$ cat src/rtl/crmt_pkg.sv
package crmt_pkg;

  localparam int TableDepth = 16;
  localparam int MaxResults = 16;

  localparam int CoordW = 32;
  localparam int RadW   = 31;
  localparam int RootW  = 32;
  localparam int ProdW  = 2 * RootW;
  localparam int AccW   = ProdW + 1;

  localparam int InDataW  = 96;
  localparam int OutDataW = 104;

  typedef enum logic [1:0] {
    ModeInsert = 2'd0,
    ModeDrain  = 2'd1,
    ModeClear  = 2'd2,
    ModeNone   = 2'd3
  } mode_e;

  typedef enum logic [2:0] {
    StMerged  = 3'd0,
    StAdded   = 3'd1,
    StDropped = 3'd2,
    StSent    = 3'd3,
    StNothing = 3'd4,
    StCleared = 3'd5,
    StRsvd6   = 3'd6,
    StRsvd7   = 3'd7
  } status_e;

  typedef struct packed {
    logic load;
    logic add;
  } mac_ctl_t;

endpackage

$ cat src/rtl/crmt_mac.sv
module crmt_mac (
  input  logic                             clk_i,
  input  logic [crmt_pkg::RootW-1:0]       a_i,
  input  logic [crmt_pkg::RootW-1:0]       b_i,
  input  crmt_pkg::mac_ctl_t               ctl_i,
  output logic [crmt_pkg::ProdW-1:0]       prod_o,
  output logic [crmt_pkg::AccW-1:0]        acc_o
);

  logic [crmt_pkg::ProdW-1:0] prod_q;
  logic [crmt_pkg::AccW-1:0]  acc_q;

  always_ff @(posedge clk_i) begin
    prod_q <= a_i * b_i;
    if (ctl_i.load) begin
      acc_q <= {1'b0, prod_q};
    end else if (ctl_i.add) begin
      acc_q <= acc_q + {1'b0, prod_q};
    end
  end

  assign prod_o = prod_q;
  assign acc_o  = acc_q;

endmodule

$ cat config.mk
export PLATFORM = sky130hd
export DESIGN_NAME = crmt_mac
export DESIGN_NICKNAME = d
export VERILOG_FILES = /design/src/rtl/crmt_pkg.sv /design/src/rtl/crmt_mac.sv
export SDC_FILE = /design/constraint.sdc
export NUM_CORES = 2
export LEC_CHECK = 0
export ABC_CLOCK_PERIOD_IN_PS = 7500
export BUFFER_PORTS_ARGS = -buffer_cell sky130_fd_sc_hd__buf_2
export CAP_MARGIN = 15
export CORE_MARGIN = 8
export CORE_UTILIZATION = 55
export CTS_CLUSTER_DIAMETER = 30
export DETAILED_ROUTE_END_ITERATION = 8
export PLACE_DENSITY_LB_ADDON = 0.15
export SLEW_MARGIN = 15
export SYNTH_ARGS = -nofsm -noshare
export SYNTH_HDL_FRONTEND = slang
export SYNTH_SLANG_ARGS = --single-unit
$ cat constraint.sdc
create_clock -name clk_i -period 7.5 [get_ports clk_i]
set_clock_uncertainty 0.1 [all_clocks]
set_input_delay 0.375 -clock clk_i [delete_from_list [all_inputs] [get_ports clk_i]]
set_output_delay 0.375 -clock clk_i [all_outputs]
set_load 0.05 [all_outputs]
==> run metrics <==
status=finished, final reports clean; DR DRC count=0; total track usage=0.2843; Post-synth top flop=dfxtp_1; Max Fclk=137.8 MHz; drt first pass iters=5; number of global-route vias before repair=33040; part of the Yosys area used for sequential elements=0.07874; gpl congestion=0.9664; Synth cell types=72; fin area=45710 sq um; Clock Latency Late Sink=0.44 ns; WL final=116100 um; Startpoint Class=input port; height of the die=288.8 um; # hold bufs at CTS=0; met3 Track Usage GR=0.06190; CP required=7.77 ns; Max Cap Viol=0; Core Util, Final=0.6171; area grow syn2layout=11.67%; EDFF count, synth=64; CTS buffer count=17; Starting Density=0.5526; initial drt markers=2132; DR WL/cell=19.90 um; initial antenna violation count=9; Vias per Instance=5.395; hold violation count in the final report=0; synthesis warning total=0; synth top area cells=fa_1, ha_1, and2_1; first-pass GRT wire length=184600 um; root buffer cell=clkbuf_16; nets@finish=6134; Die W=288.8 um; RSZ-0062 raised after global routing=true; I/O Buffers=195; die area=83410 sq um; Mapped Cells=4540; cell area after placement=45000 sq um; period utilization=0.9678; Syn Std Cell Area=40930 sq um; critical path type=in2reg; Tmin final=7.259 ns; Cell Count, Final, Fillers Out=5833; final global-route overflow total=0; boundary pin count=196; met1 GRT Util=0.4125; Crit. End Element=register; Clock Tree Buf Depth=2; met2 usage=0.4311; largest fanout on the critical path=16; Sink Count=129; worst hold path type=in2reg; slew at the pin with the worst max-slew slack=0.6437 ns; Max Slew Vio Count=0; area of the core=74070 sq um; CP Data Arrival Time=7.53 ns; Core Rows=100; syn_nets=5831; Slew HR=0.5689; Post-DRT Antenna Nets=0; busiest grt layer=met2; ys async rst share=0; post-synthesis area per instance=9.016 sq um; share of layout cells above drive strength 1=0.1215; CTS tree=done; placed cells=5794; Setup violations, final=0; #FFs+latches synth=129; hpwl dp=100800 um; largest net degree at the start of global routing=51; htree depth=4; area leader, netlist=fa_1; Yosys top cell area share=0.4387; clock slew at reported path FFs=0.07 ns; via count=31470
## cell families after synthesis
logic type / share of synthesized area
AOI/OAI and AO/OA: 0.07636
xor gates and xnor gates: 0.02439
adders and majority gates: 0.5387
buffers and inverters: 0.1078
DFF: 0.07874
muxes: 0.001803
and+or+nand+nor: 0.1723
## worst max-delay path: stages
cell and delay, ns:
buf_2 0.21, buf_4 0.25, and2_1 0.17, fa_1 0.55, inv_1 0.06, fa_1 0.53, inv_1 0.06, fa_1 0.59
fa_1 0.46, fa_1 0.58, fa_1 0.44, fa_1 0.51, inv_1 0.05, fa_1 0.50, inv_1 0.05, ha_1 0.31
and3_1 0.20, and2_1 0.16, a221o_1 0.35, a21boi_1 0.14, a31oi_1 0.09, a21o_1 0.20, a311o_1 0.33, a31oi_2 0.22
xnor2_1 0.13
## registers in the layout, indices dropped and copies added (netlist names)
signal / cells
acc_o: 65
prod_o: 64
## stage by stage
| step | worst slack (ns) | TNS, ns | hold WS (ns) |
|---|---|---|---|
| 2_1_floorplan | 0.2110 | 0 | 0.3967 |
| 3_3_place_gp | -0.2406 | -1.924 | 0.4204 |
| 3_5_place_dp | -0.3505 | -3.313 | 0.4389 |
| 4_1_cts | 0.1202 | 0 | 0.1879 |
| 5_1_grt | -0.03356 | -0.04592 | 0.2283 |
| 6_report | 0.2415 | 0 | 0.2157 |
## final cells by class
type / instances / area, sq um
diodes: 8 / 20.02
clock buffers: 18 / 450.4
clock inverters: 14 / 152.6
fillers: 6465 / 28360
inverters: 930 / 3491
multi-input cells: 3237 / 33330
flip-flops and latches: 129 / 3223
well taps: 969 / 1212
repair buffers: 528 / 3827
## synth_stat cells (all sizes together), types with 6 or more instances
cell type,n
a211oi,10
a21o,96
a21oi,144
a31oi,21
and2,583
and3,17
clkbuf,240
dfxtp,65
edfxtp,64
fa,897
ha,327
inv,929
nand2,606
nand2b,9
nand3,31
nand4,22
nor2,73
nor2b,8
nor3,9
nor3b,9
nor4,6
o211ai,10
o21a,12
o21ai,125
o21bai,26
or3,6
xnor2,67
xor2,47
## final timing paths
check,from,to,slack [ns],cells after the start
worst max-delay path,b_i[17],prod_o[62],0.24,25
worst min-delay path,ctl_i[0],acc_o[64],0.22,5
worst max register to register,acc_o[0],acc_o[56],3.46,13
worst min register to register,acc_o[64],acc_o[64],0.45,3
## routing by layer
metal | part of all wire | up-vias
met3 | 0.094 | 142
met4 | 0.025 | 4
li1 | - | 14310
met2 | 0.44 | 1240
met5 | 0.00023 | -
met1 | 0.44 | 15780
## timing repair
item,in CTS,in global routing
buffers inserted,0,0
gates resized for setup,0,42
endpoints found under the setup margin,0,13
## cells in the final DEF, fill, tap and decap left out, drive strengths merged, types with 12 or more instances in the layout
cell    count
o21a       12
xnor2      67
and2      583
a21o       96
edfxtp     64
nand2     606
inv       941
buf       512
dfxtp      65
o21bai     26
and3       17
ha        327
a21oi     144
fa        897
xor2       47
clkbuf     34
nor2       73
a31oi      21
o21ai     125
nand4      22
nand3      31
Power is not shown: default switching activity piles up to over one toggle a cycle in this logic, so the estimate is an artifact.
