File: src/rtl/crmt_pkg.sv
package crmt_pkg;

  localparam int TableDepth = 16;
  localparam int MaxResults = 16;

  localparam int CoordW = 32;
  localparam int RadW   = 31;
  localparam int RootW  = 32;
  localparam int ProdW  = 2 * RootW;
  localparam int AccW   = ProdW + 1;

  localparam int InDataW  = 96;
  localparam int OutDataW = 104;

  typedef enum logic [1:0] {
    ModeInsert = 2'd0,
    ModeDrain  = 2'd1,
    ModeClear  = 2'd2,
    ModeNone   = 2'd3
  } mode_e;

  typedef enum logic [2:0] {
    StMerged  = 3'd0,
    StAdded   = 3'd1,
    StDropped = 3'd2,
    StSent    = 3'd3,
    StNothing = 3'd4,
    StCleared = 3'd5,
    StRsvd6   = 3'd6,
    StRsvd7   = 3'd7
  } status_e;

  typedef struct packed {
    logic load;
    logic add;
  } mac_ctl_t;

endpackage

File: src/rtl/crmt_isqrt.sv
module crmt_isqrt (
  input  logic                         clk_i,
  input  logic                         rst_ni,
  input  logic                         start_i,
  input  logic [crmt_pkg::ProdW-1:0]   rad_i,
  output logic                         busy_o,
  output logic                         done_o,
  output logic [crmt_pkg::RootW-1:0]   root_o
);

  localparam int RemW = crmt_pkg::RootW + 4;
  localparam int CntW = $clog2(crmt_pkg::RootW);

  logic                         busy_q, done_q;
  logic [CntW-1:0]              cnt_q;
  logic [RemW-1:0]              rem_q, rem_sh, trial;
  logic [crmt_pkg::RootW-1:0]   root_q;
  logic [crmt_pkg::ProdW-1:0]   val_q;
  logic                         ge;

  always_comb begin
    rem_sh = {rem_q[RemW-3:0], val_q[crmt_pkg::ProdW-1 -: 2]};
    trial  = RemW'({root_q, 2'b01});
    ge     = rem_sh >= trial;
  end

  always_ff @(posedge clk_i or negedge rst_ni) begin
    if (!rst_ni) begin
      busy_q <= 1'b0;
      done_q <= 1'b0;
      cnt_q  <= '0;
    end else begin
      done_q <= 1'b0;
      if (start_i && !busy_q) begin
        busy_q <= 1'b1;
        cnt_q  <= '0;
      end else if (busy_q) begin
        cnt_q <= cnt_q + CntW'(1);
        if (cnt_q == CntW'(crmt_pkg::RootW - 1)) begin
          busy_q <= 1'b0;
          done_q <= 1'b1;
        end
      end
    end
  end

  always_ff @(posedge clk_i) begin
    if (start_i && !busy_q) begin
      val_q  <= rad_i;
      rem_q  <= '0;
      root_q <= '0;
    end else if (busy_q) begin
      val_q <= {val_q[crmt_pkg::ProdW-3:0], 2'b00};
      if (ge) begin
        rem_q  <= rem_sh - trial;
        root_q <= {root_q[crmt_pkg::RootW-2:0], 1'b1};
      end else begin
        rem_q  <= rem_sh;
        root_q <= {root_q[crmt_pkg::RootW-2:0], 1'b0};
      end
    end
  end

  assign busy_o = busy_q;
  assign done_o = done_q;
  assign root_o = root_q;

`ifndef SYNTH
  a_no_restart: assert property (@(posedge clk_i) disable iff (!rst_ni)
    busy_q |-> !done_q)
    else $error("root unit reports done while still stepping");
  a_done_after_busy: assert property (@(posedge clk_i) disable iff (!rst_ni)
    done_q |-> $past(busy_q))
    else $error("root done without a run");
  a_cnt_idle: assert property (@(posedge clk_i) disable iff (!rst_ni)
    $fell(busy_q) |-> $past(cnt_q) == CntW'(crmt_pkg::RootW - 1))
    else $error("root run ended early");
`endif

endmodule

File: config.mk
export PLATFORM = sky130hd
export DESIGN_NAME = crmt_isqrt
export DESIGN_NICKNAME = d
export VERILOG_FILES = /design/src/rtl/crmt_pkg.sv /design/src/rtl/crmt_isqrt.sv
export SDC_FILE = /design/constraint.sdc
export NUM_CORES = 1
export LEC_CHECK = 0
export BUFFER_PORTS_ARGS = -buffer_cell sky130_fd_sc_hd__buf_2
export CAP_MARGIN = 10
export CORE_ASPECT_RATIO = 0.75
export CORE_UTILIZATION = 45
export DETAILED_ROUTE_END_ITERATION = 12
export GPL_TIMING_DRIVEN = 0
export PLACE_DENSITY = 0.67
export SKIP_CTS_REPAIR_TIMING = 1
export SYNTH_ARGS = -nofsm -noshare
export SYNTH_HDL_FRONTEND = slang
export SYNTH_SLANG_ARGS = --single-unit
File: constraint.sdc
create_clock -name clk_i -period 2.4 [get_ports clk_i]
set_input_delay 0.48 -clock clk_i [delete_from_list [all_inputs] [get_ports clk_i]]
set_output_delay 0.48 -clock clk_i [all_outputs]
set_load 0.05 [all_outputs]
==> results of run 1 <==
## kinds of logic after synthesis
| family | after synthesis | synth area share, % |
|---|---|---|
| buf+inv | 80 | 4.47 |
| xor+xnor | 24 | 2.86 |
| fa+ha+maj | 36 | 6.12 |
| flops | 137 | 46.5 |
| simple gates | 180 | 11.4 |
| mux | 81 | 12.1 |
| compound gates | 185 | 16.6 |
## stage by stage
stage | instances | TNS, ns | hold WS (ns) | instance area, sq um | util, %
finish | 1100 | -13.61 | 0.346 | 9730 | 60.7
global route | 1100 | -16.73 | 0.343 | 9730 | 60.7
CTS | 1065 | -17.61 | -0.127 | 9100 | 56.8
detailed placement | 1033 | -35.11 | 0.325 | 8520 | 53.2
global placement | 1032 | -74.51 | 0.316 | 8500 | 53.1
floorplan | 723 | -2.26 | 0.184 | 7740 | -
## flip-flops by register name (all words and copies together) (netlist names)
register,cells
rem_q,34
busy_o,1
done_o,1
val_q,64
root_o,32
cnt_q,5
## per-layer routing
metal / wire length, um / track usage (%)
met1: 9270 / 33.1
met2: 8730 / 34.5
met3: 1340 / 5.69
met4: 286 / 8.10
met5: 0 / 0
## Yosys cell counts, drive strengths merged (8+ instances only)
cell and number:
a21o 8, a21oi 32, buf 8, clkbuf 27, dfxtp 66, edfxtp 64, ha 36, inv 45
mux2 62, mux2i 19, nand2 92, nand3 15, nor2 28, o21ai 54, o31ai 34, xnor2 19
## area by class of cell
class | count | area [sq um] | share of cell area [%]
Timing Repair Buffer | 137 | 848 | 8.72
Buffer | 33 | 199 | 2.05
Sequential cell | 137 | 3530 | 36.3
Multi-Input combinational cell | 506 | 4130 | 42.4
Tap cell | 210 | 263 | 2.70
Clock inverter | 15 | 158 | 1.62
Clock buffer | 17 | 425 | 4.37
Inverter | 45 | 180 | 1.85
## how the worst max path moves through the flow
stage	to	cells past startpoint
after global routing	rem_q[11]$_SDFFE_PP0P_	13
after CTS	rem_q[23]$_SDFFE_PP0P_	11
final	rem_q[11]$_SDFFE_PP0P_	13
after global placement	val_q[7]$_DFFE_PP_	4
after detailed placement	rem_q[23]$_SDFFE_PP0P_	11
after floorplan	rem_q[26]$_SDFFE_PP0P_	12
==> impl_metrics.yaml, run 1 <==
floorplanning:
  die_h_um: 113
  start_util_pct: 45.9
  coreArea_sq_mm: 0.0160
  fp-row-count: 40
  dieArea_sq_mm: 0.0169
  boundaryPins: 101
  fp.dieW_um: 150
detailed_routing:
  drc: 0
  routed_wirelength_mm: 19.6
  wire_per_inst_um: 17.8
  vias_per_cell: 5.59
  first_pass_iters: 5
  route.vias.total: 6150
  first_iter_violations: 524
  ant_nets: 0
worst_setup_path:
  r2r-end: "rem_q[11]$_SDFFE_PP0P_"
  cp-end-kind: "register"
  crit_family: "simple AND/OR/NAND/NOR gates"
  cp-start-kind: "register"
  crit_path_max_fanout: 10
  cp_slowest_cell: "dfxtp_1"
  r2r_slack_ns: -0.47
  criticalPathCategory: "register to register"
  path_buf_inv: 4
  crit_chain: "ha_4 > buf_6 > nand4_1 > nor4_4 > nand2b_4 > a211oi_4 > nor4_4 > buf_4 > or2_1 > buf_6 > buf_12 > a32oi_2 > nand3_1"
  worst-r2r-cell-count: 13
  worst-endpoint-arrival_ns: 3.18
  cp-startpoint: "rem_q[18]$_SDFFE_PP0P_"
  cpPeakStageDelay_ns: 0.38
  timing.rr.start: "rem_q[18]$_SDFFE_PP0P_"
  critical_path_required_ns: 2.71
finish:
  drive_gt1_share_pct: 39.7
  synthToLayoutAreaGrowth_pct: 32.3
  diodes: 0
  final_common_cell: "buf_2"
  mostFrequentLayoutCells: "99 x buf_2, 90 x nand2_1, 64 x edfxtp_1, 62 x mux2_2, 34 x dfxtp_1"
  fin_nets: 980
  fillers: 1318
timing:
  drv_slew: 0
  tightest_slew_ns: 0.835
  fin_crit_ns: 2.87
  skew_ns: 0.0115
  finalHoldViolCount: 0
  layout_setup_ws_ns: -0.475
  rsz0062_at_grt: "true"
  period_share_pct: 120
  setup_viol: 35
  slew_headroom_pct: 44.3
  fmax_mhz: 348
placement:
  post-place-ws_ns: -0.566
  place.gp.congestion: 0.935
  numPortBuffers: 99
  detailed_place_hpwl_mm: 13.8
logic_synthesis:
  yosysSeqAreaShare_pct: 46.5
  avgSynthCellArea_sq_um: 10.2
  async_reset_ff_share_pct: 5.11
  yosys_warnings: 0
  synth_flop_cell: "dfxtp_1"
  synth_top_area_cell: "edfxtp_1"
  synth.top_cell.area_share_pct: 26.1
  synth_cell_types: 61
  syn-num-nets: 826
  synth-edff-count: 64
  ys_ff_latch: 137
  synthTopCellsByArea: "edfxtp_1 26%, dfxtp_1 18%, mux2_2 9.5%"
  syn_area_sq_mm: 0.00735
  synth_cells: 723
outcome:
  outcome: "finished with violations"
  violations: "setup timing"
global_routing:
  grt_max_degree: 47
  grt.total_usage_pct: 23.3
  grt_pass1_wl_mm: 30.1
  gr-total-overflow: 0
  antenna_found_initial: 0
  grt_pass1_vias: 5863
hold_path:
  hold-path-cell-count: 2
  min_to: "val_q[38]$_DFFE_PP_"
  min-delay-start: "rad_i[38]"
  worstHoldPathType: "primary input to register"
cts:
  cts_root_buffer: "clkbuf_16"
  clk_path_buf_depth: 2
  cts_sinks: 137
  htree_levels: 4
  clkTransAtPathRegs_ns: 0.06
  cts_tree: "built"
  cts_buffers: 17
  clk_latency_ns: 0.43
job:
  maxCapViolCount: 0
Power of run 1 is left out: the tool's default activity adds up to more than one toggle a clock period on the data nets, which glitch-free logic cannot reach.
==> run 2: changes to the inputs <==
--- a/config.mk
+++ b/config.mk
@@ -5,13 +5,12 @@
 export SDC_FILE = /design/constraint.sdc
 export NUM_CORES = 1
 export LEC_CHECK = 0
-export BUFFER_PORTS_ARGS = -buffer_cell sky130_fd_sc_hd__buf_2
 export CAP_MARGIN = 10
 export CORE_ASPECT_RATIO = 0.75
 export CORE_UTILIZATION = 45
 export DETAILED_ROUTE_END_ITERATION = 12
+export DONT_BUFFER_PORTS = 1
 export GPL_TIMING_DRIVEN = 0
-export PLACE_DENSITY = 0.67
 export SKIP_CTS_REPAIR_TIMING = 1
 export SYNTH_ARGS = -nofsm -noshare
 export SYNTH_HDL_FRONTEND = slang
==> impl_metrics.yaml, run 2 (synthesis gave the netlist of run 1 again) <==
worst_setup_path:
  crit_path_max_fanout: 9
  critical_path_required_ns: 2.70
  criticalPathCategory: "register to register"
  worst-endpoint-arrival_ns: 3.40
  cp-start-kind: "register"
  cpPeakStageDelay_ns: 0.46
  cp-end-kind: "register"
  cp_slowest_cell: "dfxtp_4"
  crit_chain: "inv_4 > ha_4 > buf_6 > nand4_1 > nor4_4 > nand2b_1 > a211oi_4 > nor4_4 > buf_4 > or2_1 > buf_6 > buf_12 > a32oi_1 > nand3_1"
detailed_routing:
  routed_wirelength_mm: 19.4
  ant_nets: 0
  route.vias.total: 5676
  drc: 0
  first_pass_iters: 4
  wire_per_inst_um: 19.6
  first_iter_violations: 452
  vias_per_cell: 5.74
global_routing:
  grt_pass1_wl_mm: 29.1
  grt.total_usage_pct: 22.6
  antenna_found_initial: 0
  grt_pass1_vias: 5459
  gr-total-overflow: 0
  grt_max_degree: 46
placement:
  numPortBuffers: 0
  post-place-ws_ns: -0.730
  detailed_place_hpwl_mm: 13.8
  place.gp.congestion: 0.906
cts:
  clk_path_buf_depth: 2
  htree_levels: 4
  clk_latency_ns: 0.42
  cts_sinks: 137
  cts_buffers: 17
  clkTransAtPathRegs_ns: 0.07
  cts_root_buffer: "clkbuf_16"
  cts_tree: "built"
timing:
  setup_viol: 35
  fin_crit_ns: 3.10
  skew_ns: 0.0101
  finalHoldViolCount: 0
  tightest_slew_ns: 0.758
  slew_headroom_pct: 49.5
  drv_slew: 0
  rsz0062_at_grt: "true"
  layout_setup_ws_ns: -0.703
  hold_ws_ns: 0.276
  fmax_mhz: 322
  period_share_pct: 129
finish:
  regMostFlops: "val_q"
  diodes: 0
  mostFrequentLayoutCells: "89 x nand2_1, 64 x edfxtp_1, 62 x mux2_2, 36 x dfxtp_1, 33 x o31ai_1"
  synthToLayoutAreaGrowth_pct: 24.0
  final_common_cell: "nand2_1"
  drive_gt1_share_pct: 29.3
  fin_nets: 870
  fillers: 1361
  largest_reg_flops: 64
floorplanning:
  die_h_um: 113
  coreArea_sq_mm: 0.0160
  start_util_pct: 45.9
  fp.dieW_um: 150
  fp-row-count: 40
  dieArea_sq_mm: 0.0169
  boundaryPins: 101
outcome:
  violations: "setup timing"
  outcome: "finished with violations"
job:
  maxCapViolCount: 0
hold_path:
  worstHoldPathType: "primary input to register"
==> run 2: changes by cell type in the layout (fill, tap and decap cells not counted), sizes merged <==
| cell | change |
|---|---|
| buf | -114 |
| bufinv | +2 |
| clkinv | +1 |
| clkbuf | +3 |
| inv | -5 |
| clkinvlp | +2 |
==> run 2: cell type report <==
class	instances	area (sq um)	share of cell area, %
Timing Repair inverter	1	5.00	0.0549
Clock buffer	17	425	4.67
Inverter	45	183	2.00
Clock inverter	14	173	1.89
Timing Repair Buffer	24	270	2.96
Sequential cell	137	3530	38.7
Buffer	35	224	2.46
Tap cell	210	263	2.88
Multi-Input combinational cell	506	4050	44.4
==> run 2: worst max-delay path: cells and delay by family, from the launching register on <==
family | cells | cell delay (ns)
AO/OA/AOI/OAI | 2 | 0.53
adder cells (fa/ha/maj) | 1 | 0.26
buffers and inverters | 5 | 0.63
flip-flops | 1 | 0.46
AND/OR/NAND/NOR | 6 | 1.12
==> run 2: worst paths after layout <==
check | startpoint | to | slack, ns | cells after the start
max | root_o[18]$_SDFFE_PP0P_ | rem_q[11]$_SDFFE_PP0P_ | -0.70 | 14
min | rad_i[7] | val_q[7]$_DFFE_PP_ | 0.28 | 1
max reg2reg | root_o[18]$_SDFFE_PP0P_ | rem_q[11]$_SDFFE_PP0P_ | -0.70 | 14
min reg2reg | rem_q[2]$_SDFFE_PP0P_ | rem_q[2]$_SDFFE_PP0P_ | 0.47 | 2
max in group asynchronous | rst_ni | busy_o$_DFF_PN0_ | 1.74 | 1
min in group asynchronous | rst_ni | cnt_q[4]$_DFFE_PN0P_ | 0.40 | 1
==> run 2: per-layer routing <==
| metal | routed length [um] | GRT usage (%) | part of all wire, % | vias up |
|---|---|---|---|---|
| met2 | 8720 | 34.1 | 45 | 136 |
| met1 | 9510 | 32.6 | 49 | 2776 |
| li1 | - | - | - | 2745 |
| met4 | 189 | 5.71 | 0.98 | 0 |
| met3 | 954 | 5.20 | 4.9 | 19 |
| met5 | 0 | 0 | 0 | - |
==> run 2: stage by stage <==
stage	TNS [ns]	utilization (%)	cells	instance area, sq um
2_1_floorplan	-2.26	-	723	7740
3_3_place_gp	-82.02	50.0	933	8000
3_5_place_dp	-43.92	50.1	934	8020
4_1_cts	-19.91	53.8	965	8620
5_1_grt	-22.23	56.9	989	9120
6_report	-18.35	56.9	989	9120
Power of run 2 is left out for the same reason.
==> run 3: changes to the inputs <==
--- a/config.mk
+++ b/config.mk
@@ -5,6 +5,7 @@
 export SDC_FILE = /design/constraint.sdc
 export NUM_CORES = 1
 export LEC_CHECK = 0
+export ABC_AREA = 1
 export CAP_MARGIN = 10
 export CORE_ASPECT_RATIO = 0.75
 export CORE_UTILIZATION = 45
==> impl_metrics.yaml, run 3 <==
cts:
  clk_path_buf_depth: 2
  cts_buffers: 17
  cts_sinks: 137
  htree_levels: 4
  clk_latency_ns: 0.43
  cts_root_buffer: "clkbuf_16"
  clkTransAtPathRegs_ns: 0.07
  cts_tree: "built"
detailed_routing:
  first_iter_violations: 537
  wire_per_inst_um: 16.4
  route.vias.total: 6901
  routed_wirelength_mm: 22.1
  vias_per_cell: 5.12
  ant_nets: 0
  drc: 0
  first_pass_iters: 5
timing:
  setup_tns_ns: 0
  period_share_pct: 96.1
  tightest_slew_ns: 0.895
  setup_viol: 0
  rsz0062_at_grt: "true"
  skew_ns: 0.0132
  drv_slew: 0
  finalHoldViolCount: 0
  fmax_mhz: 433
  slew_headroom_pct: 40.4
  fin_crit_ns: 2.31
finish:
  mostFrequentLayoutCells: "337 x nand2_1, 150 x inv_1, 83 x nand3_1, 64 x edfxtp_1, 62 x mux2_2"
  regMostFlops: "val_q"
  fin_nets: 1196
  diodes: 0
  fin_area_sq_mm: 0.00992
  drive_gt1_share_pct: 23.1
  largest_reg_flops: 64
  synthToLayoutAreaGrowth_pct: 20.6
  final_common_cell: "nand2_1"
  fillers: 1693
logic_synthesis:
  ys_ff_latch: 137
  yosysSeqAreaShare_pct: 41.6
  synthTopCellsByArea: "edfxtp_1 23%, nand2_1 16%, dfxtp_1 16%"
  synth_common_cells: "353 x nand2_1, 170 x inv_1, 87 x nand3_1"
  syn_area_sq_mm: 0.00823
  synth.top_cell.area_share_pct: 23.4
  syn-num-nets: 1163
  async_reset_ff_share_pct: 5.11
  synth_cells: 1060
  synth-edff-count: 64
  yosysMostFrequentCell: "nand2_1"
  synth_cell_types: 39
  synth_flop_cell: "dfxtp_1"
  yosys_warnings: 0
  avgSynthCellArea_sq_um: 7.76
  synth_top_area_cell: "edfxtp_1"
worst_setup_path:
  criticalPathCategory: "register to register"
  cp-end-kind: "register"
  critPathMostFrequentCell: "nand2_1"
  crit_path_max_fanout: 10
  crit_family: "simple AND/OR/NAND/NOR gates"
  path_buf_inv: 2
  cpPeakStageDelay_ns: 0.44
  critical_path_required_ns: 2.73
  worst-path-stages: 12
  crit_chain: "inv_2 > ha_4 > nand2_4 > nor2_4 > nand2_1 > nor2_4 > nand4_1 > nand4_4 > buf_6 > nand3_1 > nand2_1 > nand2_1"
  cp-start-kind: "register"
  worst-endpoint-arrival_ns: 2.63
  worst-r2r-cell-count: 12
  cp_slowest_cell: "dfxtp_4"
global_routing:
  grt.total_usage_pct: 24.1
  antenna_found_initial: 0
  gr-total-overflow: 0
  grt_pass1_wl_mm: 34.3
  grt_max_degree: 74
  grt_pass1_vias: 6458
floorplanning:
  dieArea_sq_mm: 0.0188
  fp.dieW_um: 158
  start_util_pct: 46.3
  die_h_um: 119
  fp-row-count: 42
  boundaryPins: 101
  coreArea_sq_mm: 0.0178
hold_path:
  worstHoldPathType: "primary input to register"
  hold-path-cell-count: 2
placement:
  detailed_place_hpwl_mm: 16.5
  numPortBuffers: 0
  place_area_sq_mm: 0.00853
  place.gp.congestion: 0.936
outcome:
  outcome: "complete, no violations"
job:
  maxCapViolCount: 0
-- run 3: final timing paths --
kind	start	end	slack, ns
min in group asynchronous	rst_ni	cnt_q[3]$_DFFE_PN0P_	0.39
worst max register to register	root_o[17]$_SDFFE_PP0P_	rem_q[26]$_SDFFE_PP0P_	0.09
max in group asynchronous	rst_ni	busy_o$_DFF_PN0_	1.73
worst min register to register	rem_q[31]$_SDFFE_PP0P_	rem_q[31]$_SDFFE_PP0P_	0.47
worst min-delay path	rad_i[1]	val_q[1]$_SDFFCE_PN0P_	0.26
worst max-delay path	root_o[17]$_SDFFE_PP0P_	rem_q[26]$_SDFFE_PP0P_	0.09
-- run 3: layout make-up --
class                           count  area [sq um]  area share, %
Multi-Input combinational cell    723          4540           45.8
Sequential cell                   137          3540           35.7
Inverter                          170           642           6.47
Clock buffer                       17           425           4.29
Tap cell                          242           303           3.05
Buffer                             30           201           2.03
Clock inverter                     15           148           1.49
Timing Repair Buffer               14           121           1.22
-- run 3: logic make-up after synthesis --
kind of cell / after synthesis / synth area share [%]
flip-flops: 137 / 41.6
XOR/XNOR: 15 / 1.60
adder cells (fa/ha/maj): 36 / 5.48
AND/OR/NAND/NOR: 528 / 27.1
multiplexers: 62 / 8.49
buffers and inverters: 200 / 9.83
AO/OA/AOI/OAI: 82 / 5.96
-- run 3: metal layers --
| metal | routed length (um) | track usage, % | share of wire (%) |
|---|---|---|---|
| met1 | 11500 | 37.0 | 52 |
| met2 | 9170 | 33.3 | 41 |
| met3 | 1310 | 6.30 | 5.9 |
| met4 | 149 | 4.87 | 0.67 |
| met5 | 0 | 0 | 0 |
-- run 3: metrics by stage --
step | util (%) | std cells | hold WS (ns) | setup slack (ns)
3_3_place_gp | 48.0 | 1302 | 0.185 | -0.536
2_1_floorplan | - | 1060 | 0.184 | 0.0305
4_1_cts | 51.3 | 1334 | -0.269 | -0.553
3_5_place_dp | 48.0 | 1302 | 0.185 | -0.527
5_1_grt | 55.9 | 1348 | 0.242 | -0.0370
6_report | 55.9 | 1348 | 0.258 | 0.0924
-- run 3: worst reg2reg max path, delay by kind of cell, from the launching register on --
family / cells / cell delay [ns]
and+or+nand+nor: 9 / 1.16
DFF: 1 / 0.44
adders and majority gates: 1 / 0.32
buffers and inverters: 2 / 0.27
Power of run 3 is left out for the same reason.
